==> src/websocket_text_frame_unmasker_top_assert.svh <==
// Assertion macros shared by the frame unmasker modules.
`ifndef WEBSOCKET_TEXT_FRAME_UNMASKER_TOP_ASSERT_SVH
`define WEBSOCKET_TEXT_FRAME_UNMASKER_TOP_ASSERT_SVH

// Check that the consequent holds in the same cycle as the antecedent.
`define WSTFU_ASSERT_SAME(label, clk, rst_n, ante, cons) \
    label: assert property (@(posedge clk) disable iff (!rst_n) (ante) |-> (cons)) \
        else $error("wstfu assertion failed");

// Check that the consequent holds in the cycle after the antecedent.
`define WSTFU_ASSERT_NEXT(label, clk, rst_n, ante, cons) \
    label: assert property (@(posedge clk) disable iff (!rst_n) (ante) |=> (cons)) \
        else $error("wstfu assertion failed");

`endif

==> src/wstfu_pkg.sv <==
// Package with the types and constants of the WebSocket text frame unmasker.
`timescale 1ns / 1ps

package wstfu_pkg;

    localparam int unsigned LEN_W = 7;

    localparam logic [7:0]       HDR_FIN       = 8'h80;
    localparam logic [3:0]       HDR_OPC_TEXT  = 4'h1;
    localparam logic [LEN_W-1:0] LEN_MAX_SHORT = 7'd125;
    localparam logic [7:0]       MIN_BUFFER    = 8'd6;
    localparam logic [7:0]       DECIDE_POS    = MIN_BUFFER - 8'd1;
    localparam logic [7:0]       POS_MAX       = 8'hFF;

    localparam int unsigned FIFO_DEPTH = 4;
    localparam int unsigned FIFO_PTR_W = $clog2(FIFO_DEPTH);
    localparam int unsigned FIFO_CNT_W = FIFO_PTR_W + 1;

    typedef enum logic [2:0] {
        KIND_PAYLOAD = 3'd0,
        KIND_EMPTY   = 3'd1,
        KIND_SHORT   = 3'd2,
        KIND_BADHDR  = 3'd3,
        KIND_EXTLEN  = 3'd4,
        KIND_TRUNC   = 3'd5
    } kind_t;

    // One classified result waiting for the back end.
    typedef struct packed {
        kind_t      kind;
        logic [7:0] data;
        logic [7:0] mask;
        logic       last;
    } entry_t;

endpackage

==> src/wstfu_front.sv <==
// Frame parser: tracks the byte position, captures header, length and mask, classifies bytes.
`timescale 1ns / 1ps

module wstfu_front
(
    input  logic                clk,
    input  logic                rst_n,
    input  logic [7:0]          rx_byte,
    input  logic                buffer_end,
    input  logic                push,
    output logic                full,
    input  logic                fifo_full,
    output logic                ent_valid,
    output wstfu_pkg::entry_t   ent
);

`include "websocket_text_frame_unmasker_top_assert.svh"

    logic [7:0]                  pos_reg, pos_next;
    logic                        hdr_ok_reg, hdr_ok_next;
    logic [wstfu_pkg::LEN_W-1:0] len_reg, len_next;
    logic [31:0]                 mask_reg, mask_next;
    logic                        done_reg, done_next;

    logic       accept;
    logic [1:0] lane;
    logic [7:0] mask_byte;
    logic [7:0] pay_count;
    logic       is_final;

    assign full   = fifo_full;
    assign accept = push && !fifo_full;

    // Mask lane for both the key bytes (position minus 2) and payload (position minus 6).
    assign lane      = pos_reg[1:0] ^ 2'b10;
    assign mask_byte = mask_reg[{lane, 3'b000} +: 8];
    assign pay_count = pos_reg - wstfu_pkg::DECIDE_POS;
    assign is_final  = pay_count >= {1'b0, len_reg};

    always_comb
    begin
        pos_next    = pos_reg;
        hdr_ok_next = hdr_ok_reg;
        len_next    = len_reg;
        mask_next   = mask_reg;
        done_next   = done_reg;
        ent_valid   = 1'b0;
        ent.kind    = wstfu_pkg::KIND_PAYLOAD;
        ent.data    = 8'd0;
        ent.mask    = 8'd0;
        ent.last    = 1'b0;

        if (!done_reg)
        begin
            if (pos_reg == 8'd0)
            begin
                hdr_ok_next = ((rx_byte & wstfu_pkg::HDR_FIN) == wstfu_pkg::HDR_FIN) &&
                              (rx_byte[3:0] == wstfu_pkg::HDR_OPC_TEXT);
            end
            else if (pos_reg == 8'd1)
            begin
                len_next = rx_byte[wstfu_pkg::LEN_W-1:0];
            end
            else if (pos_reg < wstfu_pkg::MIN_BUFFER)
            begin
                mask_next[{lane, 3'b000} +: 8] = rx_byte;
            end

            if (pos_reg < wstfu_pkg::DECIDE_POS)
            begin
                if (buffer_end)
                begin
                    ent_valid = 1'b1;
                    ent.kind  = wstfu_pkg::KIND_SHORT;
                end
            end
            else if (pos_reg == wstfu_pkg::DECIDE_POS)
            begin
                priority if (!hdr_ok_reg)
                begin
                    ent_valid = 1'b1;
                    ent.kind  = wstfu_pkg::KIND_BADHDR;
                    done_next = 1'b1;
                end
                else if (len_reg > wstfu_pkg::LEN_MAX_SHORT)
                begin
                    ent_valid = 1'b1;
                    ent.kind  = wstfu_pkg::KIND_EXTLEN;
                    done_next = 1'b1;
                end
                else if (len_reg == '0)
                begin
                    ent_valid = 1'b1;
                    ent.kind  = wstfu_pkg::KIND_EMPTY;
                    done_next = 1'b1;
                end
                else if (buffer_end)
                begin
                    ent_valid = 1'b1;
                    ent.kind  = wstfu_pkg::KIND_TRUNC;
                end
                else
                begin
                    // Good header with payload still to come: nothing is reported yet.
                    ent_valid = 1'b0;
                end
            end
            else
            begin
                ent_valid = 1'b1;
                ent.data  = rx_byte;
                ent.mask  = mask_byte;
                priority if (is_final)
                begin
                    ent.kind  = wstfu_pkg::KIND_PAYLOAD;
                    ent.last  = 1'b1;
                    done_next = 1'b1;
                end
                else if (buffer_end)
                begin
                    ent.kind = wstfu_pkg::KIND_TRUNC;
                end
                else
                begin
                    ent.kind = wstfu_pkg::KIND_PAYLOAD;
                end
            end

            if (pos_reg != wstfu_pkg::POS_MAX)
            begin
                pos_next = pos_reg + 8'd1;
            end
        end

        // The end of a buffer returns the parser to its starting state.
        if (buffer_end)
        begin
            pos_next    = 8'd0;
            hdr_ok_next = 1'b0;
            len_next    = '0;
            mask_next   = 32'd0;
            done_next   = 1'b0;
        end

        if (!accept)
        begin
            ent_valid = 1'b0;
        end
    end

    always_ff @(posedge clk or negedge rst_n)
    begin
        if (!rst_n)
        begin
            pos_reg    <= 8'd0;
            hdr_ok_reg <= 1'b0;
            len_reg    <= '0;
            mask_reg   <= 32'd0;
            done_reg   <= 1'b0;
        end
        else if (accept)
        begin
            pos_reg    <= pos_next;
            hdr_ok_reg <= hdr_ok_next;
            len_reg    <= len_next;
            mask_reg   <= mask_next;
            done_reg   <= done_next;
        end
    end

    `WSTFU_ASSERT_NEXT(a_end_clears, clk, rst_n, accept && buffer_end,
                       (pos_reg == 8'd0) && !done_reg)
    `WSTFU_ASSERT_SAME(a_done_past_header, clk, rst_n, done_reg,
                       pos_reg >= wstfu_pkg::MIN_BUFFER)
    `WSTFU_ASSERT_SAME(a_last_only_payload, clk, rst_n, ent_valid && ent.last,
                       ent.kind == wstfu_pkg::KIND_PAYLOAD)

endmodule

==> src/wstfu_fifo.sv <==
// Short queue that decouples the frame parser from the output stage.
`timescale 1ns / 1ps

module wstfu_fifo
(
    input  logic              clk,
    input  logic              rst_n,
    input  logic              wr_en,
    input  wstfu_pkg::entry_t wr_data,
    output logic              full,
    output logic              rd_valid,
    input  logic              rd_en,
    output wstfu_pkg::entry_t rd_data
);

`include "websocket_text_frame_unmasker_top_assert.svh"

    wstfu_pkg::entry_t                mem_reg [wstfu_pkg::FIFO_DEPTH];
    logic [wstfu_pkg::FIFO_PTR_W-1:0] wr_ptr_reg;
    logic [wstfu_pkg::FIFO_PTR_W-1:0] rd_ptr_reg;
    logic [wstfu_pkg::FIFO_CNT_W-1:0] count_reg;
    logic                             do_wr;
    logic                             do_rd;

    assign full     = count_reg == wstfu_pkg::FIFO_CNT_W'(wstfu_pkg::FIFO_DEPTH);
    assign rd_valid = count_reg != '0;
    assign rd_data  = mem_reg[rd_ptr_reg];
    assign do_wr    = wr_en && !full;
    assign do_rd    = rd_en && rd_valid;

    always_ff @(posedge clk)
    begin
        if (do_wr)
        begin
            mem_reg[wr_ptr_reg] <= wr_data;
        end
    end

    always_ff @(posedge clk or negedge rst_n)
    begin
        if (!rst_n)
        begin
            wr_ptr_reg <= '0;
            rd_ptr_reg <= '0;
            count_reg  <= '0;
        end
        else
        begin
            if (do_wr)
            begin
                wr_ptr_reg <= wr_ptr_reg + 1'b1;
            end
            if (do_rd)
            begin
                rd_ptr_reg <= rd_ptr_reg + 1'b1;
            end
            unique case ({do_wr, do_rd})
                2'b10:   count_reg <= count_reg + 1'b1;
                2'b01:   count_reg <= count_reg - 1'b1;
                default: count_reg <= count_reg;
            endcase
        end
    end

    `WSTFU_ASSERT_SAME(a_count_bound, clk, rst_n, 1'b1,
                       count_reg <= wstfu_pkg::FIFO_CNT_W'(wstfu_pkg::FIFO_DEPTH))
    `WSTFU_ASSERT_SAME(a_no_overflow, clk, rst_n, wr_en, !full)

endmodule

==> src/wstfu_back.sv <==
// Output stage: unmasks the payload byte and holds the result until it is popped.
`timescale 1ns / 1ps

module wstfu_back
(
    input  logic              clk,
    input  logic              rst_n,
    input  logic              in_valid,
    input  wstfu_pkg::entry_t in_data,
    output logic              in_take,
    output logic              empty,
    input  logic              pop,
    output logic [2:0]        kind,
    output logic [7:0]        payload_byte,
    output logic              frame_last
);

`include "websocket_text_frame_unmasker_top_assert.svh"

    logic       valid_reg;
    logic [2:0] kind_reg;
    logic [7:0] byte_reg;
    logic       last_reg;

    assign in_take      = in_valid && (!valid_reg || pop);
    assign empty        = !valid_reg;
    assign kind         = kind_reg;
    assign payload_byte = byte_reg;
    assign frame_last   = last_reg;

    always_ff @(posedge clk or negedge rst_n)
    begin
        if (!rst_n)
        begin
            valid_reg <= 1'b0;
        end
        else if (in_take)
        begin
            valid_reg <= 1'b1;
        end
        else if (pop)
        begin
            valid_reg <= 1'b0;
        end
    end

    always_ff @(posedge clk)
    begin
        if (in_take)
        begin
            kind_reg <= in_data.kind;
            byte_reg <= in_data.data ^ in_data.mask;
            last_reg <= in_data.last;
        end
    end

    `WSTFU_ASSERT_NEXT(a_hold_when_stalled, clk, rst_n, valid_reg && !pop,
                       valid_reg && $stable(kind_reg) && $stable(byte_reg) && $stable(last_reg))

endmodule

==> src/websocket_text_frame_unmasker_top.sv <==
// Top level of the WebSocket text frame unmasker.
`timescale 1ns / 1ps

// The block takes a receive buffer one byte per beat and parses a short-form
// client text frame: header byte, length byte, four mask key bytes, payload.
// Input channel: rx_byte with buffer_end marking the last byte of a buffer;
// a beat is taken when push is high and full is low.
// Result channel: kind, payload_byte and frame_last are valid while empty is
// low, and the beat is taken when pop is high. Payload beats carry the
// unmasked byte; error beats (short buffer, bad header, extended length,
// empty frame, truncated) are reported at most once per buffer, and bytes
// after the end of a frame produce nothing.
// Throughput is one byte per cycle while full is low: the parser handles each
// byte with a position counter and a lane select of the mask key.
// An accepted byte's entry enters the queue at the edge that accepts it, and
// moves on to the output register that drives the ports once that register is free.
// A four-entry queue sits between the parser and the output register, so a
// stalled receiver fills the queue first; full then rises and input stalls.
// Reset clears the parser, empties the queue and drops any held result;
// the first byte after reset starts a new buffer.

module websocket_text_frame_unmasker_top
(
    input  logic       clk,
    input  logic       rst_n,
    input  logic [7:0] rx_byte,
    input  logic       buffer_end,
    input  logic       push,
    output logic       full,
    output logic       empty,
    input  logic       pop,
    output logic [2:0] kind,
    output logic [7:0] payload_byte,
    output logic       frame_last
);

    logic              fifo_full;
    logic              ent_valid;
    wstfu_pkg::entry_t ent;
    logic              q_valid;
    logic              q_take;
    wstfu_pkg::entry_t q_data;

    // Parser: one byte per beat, emits a classified entry when a result is due.
    wstfu_front u_front
    (
        .clk        (clk),
        .rst_n      (rst_n),
        .rx_byte    (rx_byte),
        .buffer_end (buffer_end),
        .push       (push),
        .full       (full),
        .fifo_full  (fifo_full),
        .ent_valid  (ent_valid),
        .ent        (ent)
    );

    // Decoupling queue.
    wstfu_fifo u_fifo
    (
        .clk      (clk),
        .rst_n    (rst_n),
        .wr_en    (ent_valid),
        .wr_data  (ent),
        .full     (fifo_full),
        .rd_valid (q_valid),
        .rd_en    (q_take),
        .rd_data  (q_data)
    );

    // Output register with the unmasking XOR in front of it.
    wstfu_back u_back
    (
        .clk          (clk),
        .rst_n        (rst_n),
        .in_valid     (q_valid),
        .in_data      (q_data),
        .in_take      (q_take),
        .empty        (empty),
        .pop          (pop),
        .kind         (kind),
        .payload_byte (payload_byte),
        .frame_last   (frame_last)
    );

endmodule
==> config.mk <==
export PLATFORM = sky130hd
export DESIGN_NAME = websocket_text_frame_unmasker_top
export DESIGN_NICKNAME = d
export VERILOG_FILES = /design/src/wstfu_pkg.sv /design/src/wstfu_front.sv /design/src/wstfu_fifo.sv /design/src/wstfu_back.sv /design/src/websocket_text_frame_unmasker_top.sv
export VERILOG_INCLUDE_DIRS = /design/src /design/src/src
export SDC_FILE = /design/constraint.sdc
export NUM_CORES = 1
export LEC_CHECK = 0
export ABC_AREA = 0
export ABC_CLOCK_PERIOD_IN_PS = 7030
export BUFFER_PORTS_ARGS = -buffer_cell sky130_fd_sc_hd__buf_4
export CORE_MARGIN = 5
export CORE_UTILIZATION = 60
export DETAILED_ROUTE_END_ITERATION = 6
export PLACE_DENSITY = 0.78
export SYNTH_ARGS = -nofsm -noshare
export SYNTH_HDL_FRONTEND = slang
export SYNTH_SLANG_ARGS = --single-unit
==> constraint.sdc <==
create_clock -name clk -period 7.03 [get_ports clk]
set_input_delay 0.703 -clock clk [delete_from_list [all_inputs] [get_ports clk]]
set_output_delay 0.703 -clock clk [all_outputs]
set_load 0.02 [all_outputs]
# == Word level (Yosys, flattened, before mapping) ==
# Memories as Yosys holds them, arrays and structs flattened.
# Cells that the tools add are included.
# classes
n_mux,48
addsub,7
eq_ne,10
n_shift,3
bitwise_logic,2
n_lt_le_gt_ge,4
reduce_logical,21
# op_table
operator,count
32-bit two-way mux,5
17-bit two-way mux,2
32-bit bitwise mux,1
"8-bit by 7-bit variable shift with 32-bit output, first input constant",1
32-bit by 6-bit indexed part select with 8-bit output,1
8-bit by 7-bit indexed part select with 32-bit output,1
7-bit two-way mux,4
8-bit two-way mux,3
1-bit two-way mux,23
3-bit two-way mux,7
20-bit two-way mux,1
"8-bit by 3-bit < comparator with 1-bit output, second input constant",2
2-bit nonzero test,6
"8-bit by 1-bit adder with 8-bit output, second input constant",1
"8-bit by 1-bit == test with 1-bit output, second input constant",1
"8-bit by 3-bit == test with 1-bit output, second input constant",1
8-bit by 7-bit greater-or-equal comparator with 1-bit output,1
8-bit logical NOT,1
"8-bit inequality test, second input constant",1
"8-bit by 3-bit subtractor with 8-bit output, second input constant",1
8-bit XOR,1
"7-bit > comparator, second input constant",1
7-bit logical NOT,1
5-bit negation with 7-bit output,1
18 further kinds,27
# totals
register_bits,69
ram_bits,80
memories,1
# memory_table
memory,words,word_bits,read_ports,rd_clocked_by_memory_dff,wr,line_no,rtl
u_fifo.mem_reg,4,20,1,0,1,wstfu_fifo.sv:18,wstfu_pkg::entry_t mem_reg [wstfu_pkg::FIFO_DEPTH];

# == Logic depth before layout (Yosys ltp) ==
# depth
word_depth,11
depth_mapped,13

# == Cells and area by module ==
# Synthesis repeated with hierarchy kept, for this count alone.
# hier_totals
cells_unflattened,476
area_unflattened_um2,6789.0
# modules_own_cells
mod,area_per_inst_um2,instances,cells_per_inst
wstfu_fifo,3338.2,1,141
wstfu_front,2972.9,1,310
wstfu_back,478.0,1,25

# == Worst setup path after synthesis ==
# Ideal clock, no wire load.
# synth_timing
path_kind,register to register
startpoint,register u_front.pos_reg[0]
endpoint,register u_fifo.count_reg[2] (netlist name)
n_path_buf,0
t_arrival_ns,2.858
setup_slack_ns,4.093
period_less_slack_ns,2.937
setup_time_ns,0.079
stages_incl_launch_ff,14
t_required_ns,6.951
cell_sequence,dfrtp_1 -> inv_1 -> ha_1 -> nor2b_1 -> nor3_1 -> a311oi_1 -> o21ba_2 -> inv_1 -> ha_1 -> inv_1 -> fa_1 -> xor2_1 -> nor2_1 -> xor2_1
# synth_via
elab_chain_len,8
elab_cells_between_ends,11
# synth_lines
item,line_no,rtl
"start, declared",wstfu_front.sv:19,"logic [7:0] pos_reg, pos_next;"
"start signal, assigned",wstfu_front.sv:163,pos_reg <= pos_next;
branches (longest 2 deep; another with 8-bit by 3-bit < comparator with 1-bit output),-,
1-bit two-way mux (*),wstfu_front.sv:69,if (pos_reg < wstfu_pkg::DECIDE_POS)
1-bit two-way mux (*),wstfu_front.sv:53,if (!done_reg)
1-bit two-way mux (*),wstfu_front.sv:145,if (!accept)
1-bit logical AND (*),wstfu_fifo.sv:28,assign do_wr = wr_en && !full;
2-bit by 1-bit == test with 1-bit output or 2-bit == test (tied branches),wstfu_fifo.sv:57,"unique case ({do_wr, do_rd})"
3-bit case mux with 2 select lines or 2-bit nonzero test (tied branches),-,
"end signal, assigned",wstfu_fifo.sv:58,2'b10: count_reg <= count_reg + 1'b1;
"end signal, assigned",wstfu_fifo.sv:59,2'b01: count_reg <= count_reg - 1'b1;
"end signal, assigned",wstfu_fifo.sv:60,default: count_reg <= count_reg;
"end, declared",wstfu_fifo.sv:21,logic [wstfu_pkg::FIFO_CNT_W-1:0] count_reg;
# Mark *: on every way between the ends.
# A chain may end at the register's enable or synchronous reset.

# == Worst setup path after layout ==
# layout_timing
startpoint,register u_front.pos_reg[0]
endpoint,"memory u_fifo.mem_reg[1][7] (netlist name), enable pin"
# layout_via
elab_chain_len,8
elab_cells_between_ends,9
# layout_lines
item,line_no,rtl
branches (longest 2 deep; another with 8-bit by 3-bit < comparator with 1-bit output),-,
1-bit two-way mux (*),wstfu_front.sv:69,
1-bit two-way mux (*),wstfu_front.sv:53,
1-bit two-way mux (*),wstfu_front.sv:145,
1-bit logical AND (*),wstfu_fifo.sv:28,
1-bit two-way mux (*),wstfu_fifo.sv:33,if (do_wr)
1-bit two-way mux (implied by the code) (*),wstfu_fifo.sv:35,mem_reg[wr_ptr_reg] <= wr_data;
"end, declared",wstfu_fifo.sv:18,
# Marks and branches as above.

==> results.sh <==
export IMPL_p_int_mw=2.03
export IMPL_synthCells=434
export IMPL_grt_overflow_total=0
export IMPL_fillCellCount=720
export IMPL_hold_path_class="in2async"
export IMPL_multiInputGateArea_um2=2310
export IMPL_grt_max_degree=58
export IMPL_vias=3787
export IMPL_worstSetupPathType="reg2reg"
export IMPL_cts_max_path_buffers=2
export IMPL_fp_row_count=38
export IMPL_largest_reg_flops=80
export IMPL_path_clk_slew_ns=0.06
export IMPL_switching_power_uw=893
export IMPL_max_freq_ghz=0.259
export IMPL_ys_warn_count=0
export IMPL_drive_gt1_share_pct=18.4
export IMPL_routabilityCongestion=0.848
export IMPL_drt_initial_drc_count=249
export IMPL_clock_tree_root_cell="clkbuf_8"
export IMPL_layout_setup_ws_ns=3.17
export IMPL_first_pass_iters=4
export IMPL_rsz0062_at_grt="no"
export IMPL_htreeDepth=4
export IMPL_seqPwrFrac_pct=43.8
export IMPL_end_kind="flop"
export IMPL_p_leak_nw=2.97
export IMPL_cts_buffers=17
export IMPL_power_frac_clock_pct=30.9
export IMPL_design_die_area_um2=13200
export IMPL_async_reset_ff_share_pct=38.3
export IMPL_syn_cell_area_um2=6620
export IMPL_fin_skew_ns=0.00699
export IMPL_first_global_vias=4005
export IMPL_drc=0
export IMPL_final_cell_mix="92 x edfxtp_1, 57 x dfrtp_1, 39 x a22o_1"
export IMPL_dp_hpwl_mm=8.85
export IMPL_grt_pass1_wl_mm=21.5
export IMPL_cts_tree="yes"
export IMPL_worst_pin_slew_ns=1.05
export IMPL_num_nets_final=497
export IMPL_combinationalPowerShare_pct=25.2
export IMPL_status="finished, final reports clean"
export IMPL_arrival_ns=3.99
export IMPL_start_kind="flop"
export IMPL_synth_net_count=466
export IMPL_synth_cell_types=48
export IMPL_fin_crit_ns=3.86
export IMPL_synth_seq_cells=149
export IMPL_layout_commonest_cell="edfxtp_1"
export IMPL_diodes=0
export IMPL_die_h_um=115
export IMPL_post_cts_buffers=0
export IMPL_vias_per_cell=6.13
export IMPL_syn_area_per_cell_um2=15.3
export IMPL_post_route_period_util_pct=54.9
export IMPL_setup_violations_final=0
export IMPL_synth_flop_cell="edfxtp_1"
export IMPL_maxSlewViolCount=0
export IMPL_die_x_um=115
export IMPL_peakVddDrop_v=0.000234
export IMPL_wl_per_cell_um=21.5
export IMPL_antenna_found_initial=0
export IMPL_tns_ns=0
export IMPL_port_buffers=26
export IMPL_clock_latency_ns=0.52
export IMPL_pre_cts_ws_ns=3.19
export IMPL_drt_total_wl_mm=13.3
export IMPL_crit_fanout=20
export IMPL_ant_nets=0
export IMPL_ios=27
export IMPL_yosysSeqAreaShare_pct=63.2
export IMPL_grt_use_total_pct=21.8
export IMPL_cts_hold_buf=0
export IMPL_area_growth_pct=13.8
export IMPL_power_switching_share_pct=30.5
export IMPL_final_util_pct=69.5
export IMPL_drv_cap=0
export IMPL_hold_viol=0
export IMPL_power_density_nw_per_um2=388
export IMPL_critPathRequiredTime_ns=7.16
export IMPL_synth_enable_flop_cells=92
export IMPL_maxSlewHeadroom_pct=30.0
export IMPL_seqCellArea_um2=4190
export IMPL_core_um2=10800
export IMPL_ctsResizeCount=0
export IMPL_initial_core_util_pct=61.1
export IMPL_clkSinkCount=149
-- kinds of logic after synthesis --
logic type               synth area share [%]
flip-flops                               63.2
AO/OA/AOI/OAI                            8.25
AND/OR/NAND/NOR                          9.10
buffers and inverters                    1.96
multiplexers                             7.12
adder cells (fa/ha/maj)                  3.70
XOR/XNOR                                 6.61
-- power by group through the flow --
stage	Combinational [mW]	Clock, mW	Sequential, mW
2_1_floorplan	0.544	0	1.25
3_3_place_gp	0.705	0	1.29
3_5_place_dp	0.741	0	1.30
4_1_cts	0.747	0.915	1.29
5_1_grt	0.816	0.955	1.31
6_report	0.738	0.905	1.28
-- layer usage --
metal	GRT usage, %	wire length [um]	up-vias
met5	0	0	-
met4	6.73	190	0
met3	4.79	647	17
met2	36.3	6900	100
met1	29.0	5570	1962
li1	-	-	1708
-- cell type report --
| type | instances | area share (%) |
|---|---|---|
| flip-flops and latches | 149 | 55.6 |
| multi-input cells | 251 | 30.7 |
| repair buffers | 26 | 2.59 |
| well taps | 140 | 2.32 |
| inverters | 20 | 0.996 |
| clock inverters | 12 | 2.17 |
| clock buffers | 20 | 5.64 |
-- stage by stage --
stage	instance area [um^2]	hold WS, ns	instances	power (mW)
floorplan	6620	0.407	434	1.80
global placement	6940	0.478	586	1.99
detailed placement	6940	0.487	586	2.04
CTS	7530	0.248	618	2.95
global route	7540	0.288	618	3.08
finish	7540	0.238	618	2.93
-- Yosys cell counts, types with 4 or more instances --
cell / n / share of area [%]
xnor2_1: 12 / 1.6
inv_1: 20 / 1.1
mux4_2: 20 / 6.8
a22o_1: 39 / 5.2
ha_1: 18 / 3.4
nand2_1: 13 / 0.74
clkbuf_1: 9 / 0.51
nor3_1: 10 / 0.76
xor2_1: 38 / 5.0
a21o_1: 4 / 0.45
nor4b_1: 4 / 0.53
and2_1: 20 / 1.9
nor4_1: 6 / 0.57
nand3_1: 5 / 0.38
a21oi_1: 10 / 0.76
edfxtp_1: 92 / 42
nor2_1: 12 / 0.68
dfrtp_1: 57 / 22
o21ai_0: 4 / 0.30
-- worst max-delay path, cell delays in order (launching register included) --
cell      delay, ns
dfrtp_1        0.87
inv_1          0.37
ha_1           0.37
nor2b_1        0.21
nor3_1         0.16
a311oi_1       0.37
o21ba_2        0.26
and2_1         0.85
-- final timing paths --
kind	depth (start not counted)	slack [ns]	start	to
setup / recovery	7	3.17	u_front.pos_reg[0]$_DFFE_PN0P_	u_fifo.mem_reg[1][7]$_DFFE_PP_
hold / removal	1	0.24	rst_n	u_front.len_reg[2]$_DFFE_PN0P_
setup reg to reg	7	3.17	u_front.pos_reg[0]$_DFFE_PN0P_	u_fifo.mem_reg[1][7]$_DFFE_PP_
hold reg to reg	1	0.50	u_front.mask_reg[22]$_DFFE_PN0P_	u_front.mask_reg[22]$_DFFE_PN0P_
max in group asynchronous	1	6.31	rst_n	u_front.mask_reg[9]$_DFFE_PN0P_
min in group clk	2	0.37	pop	u_back.valid_reg$_DFFE_PN0P_
No activity file was read; power rests on OpenSTA's default activity.
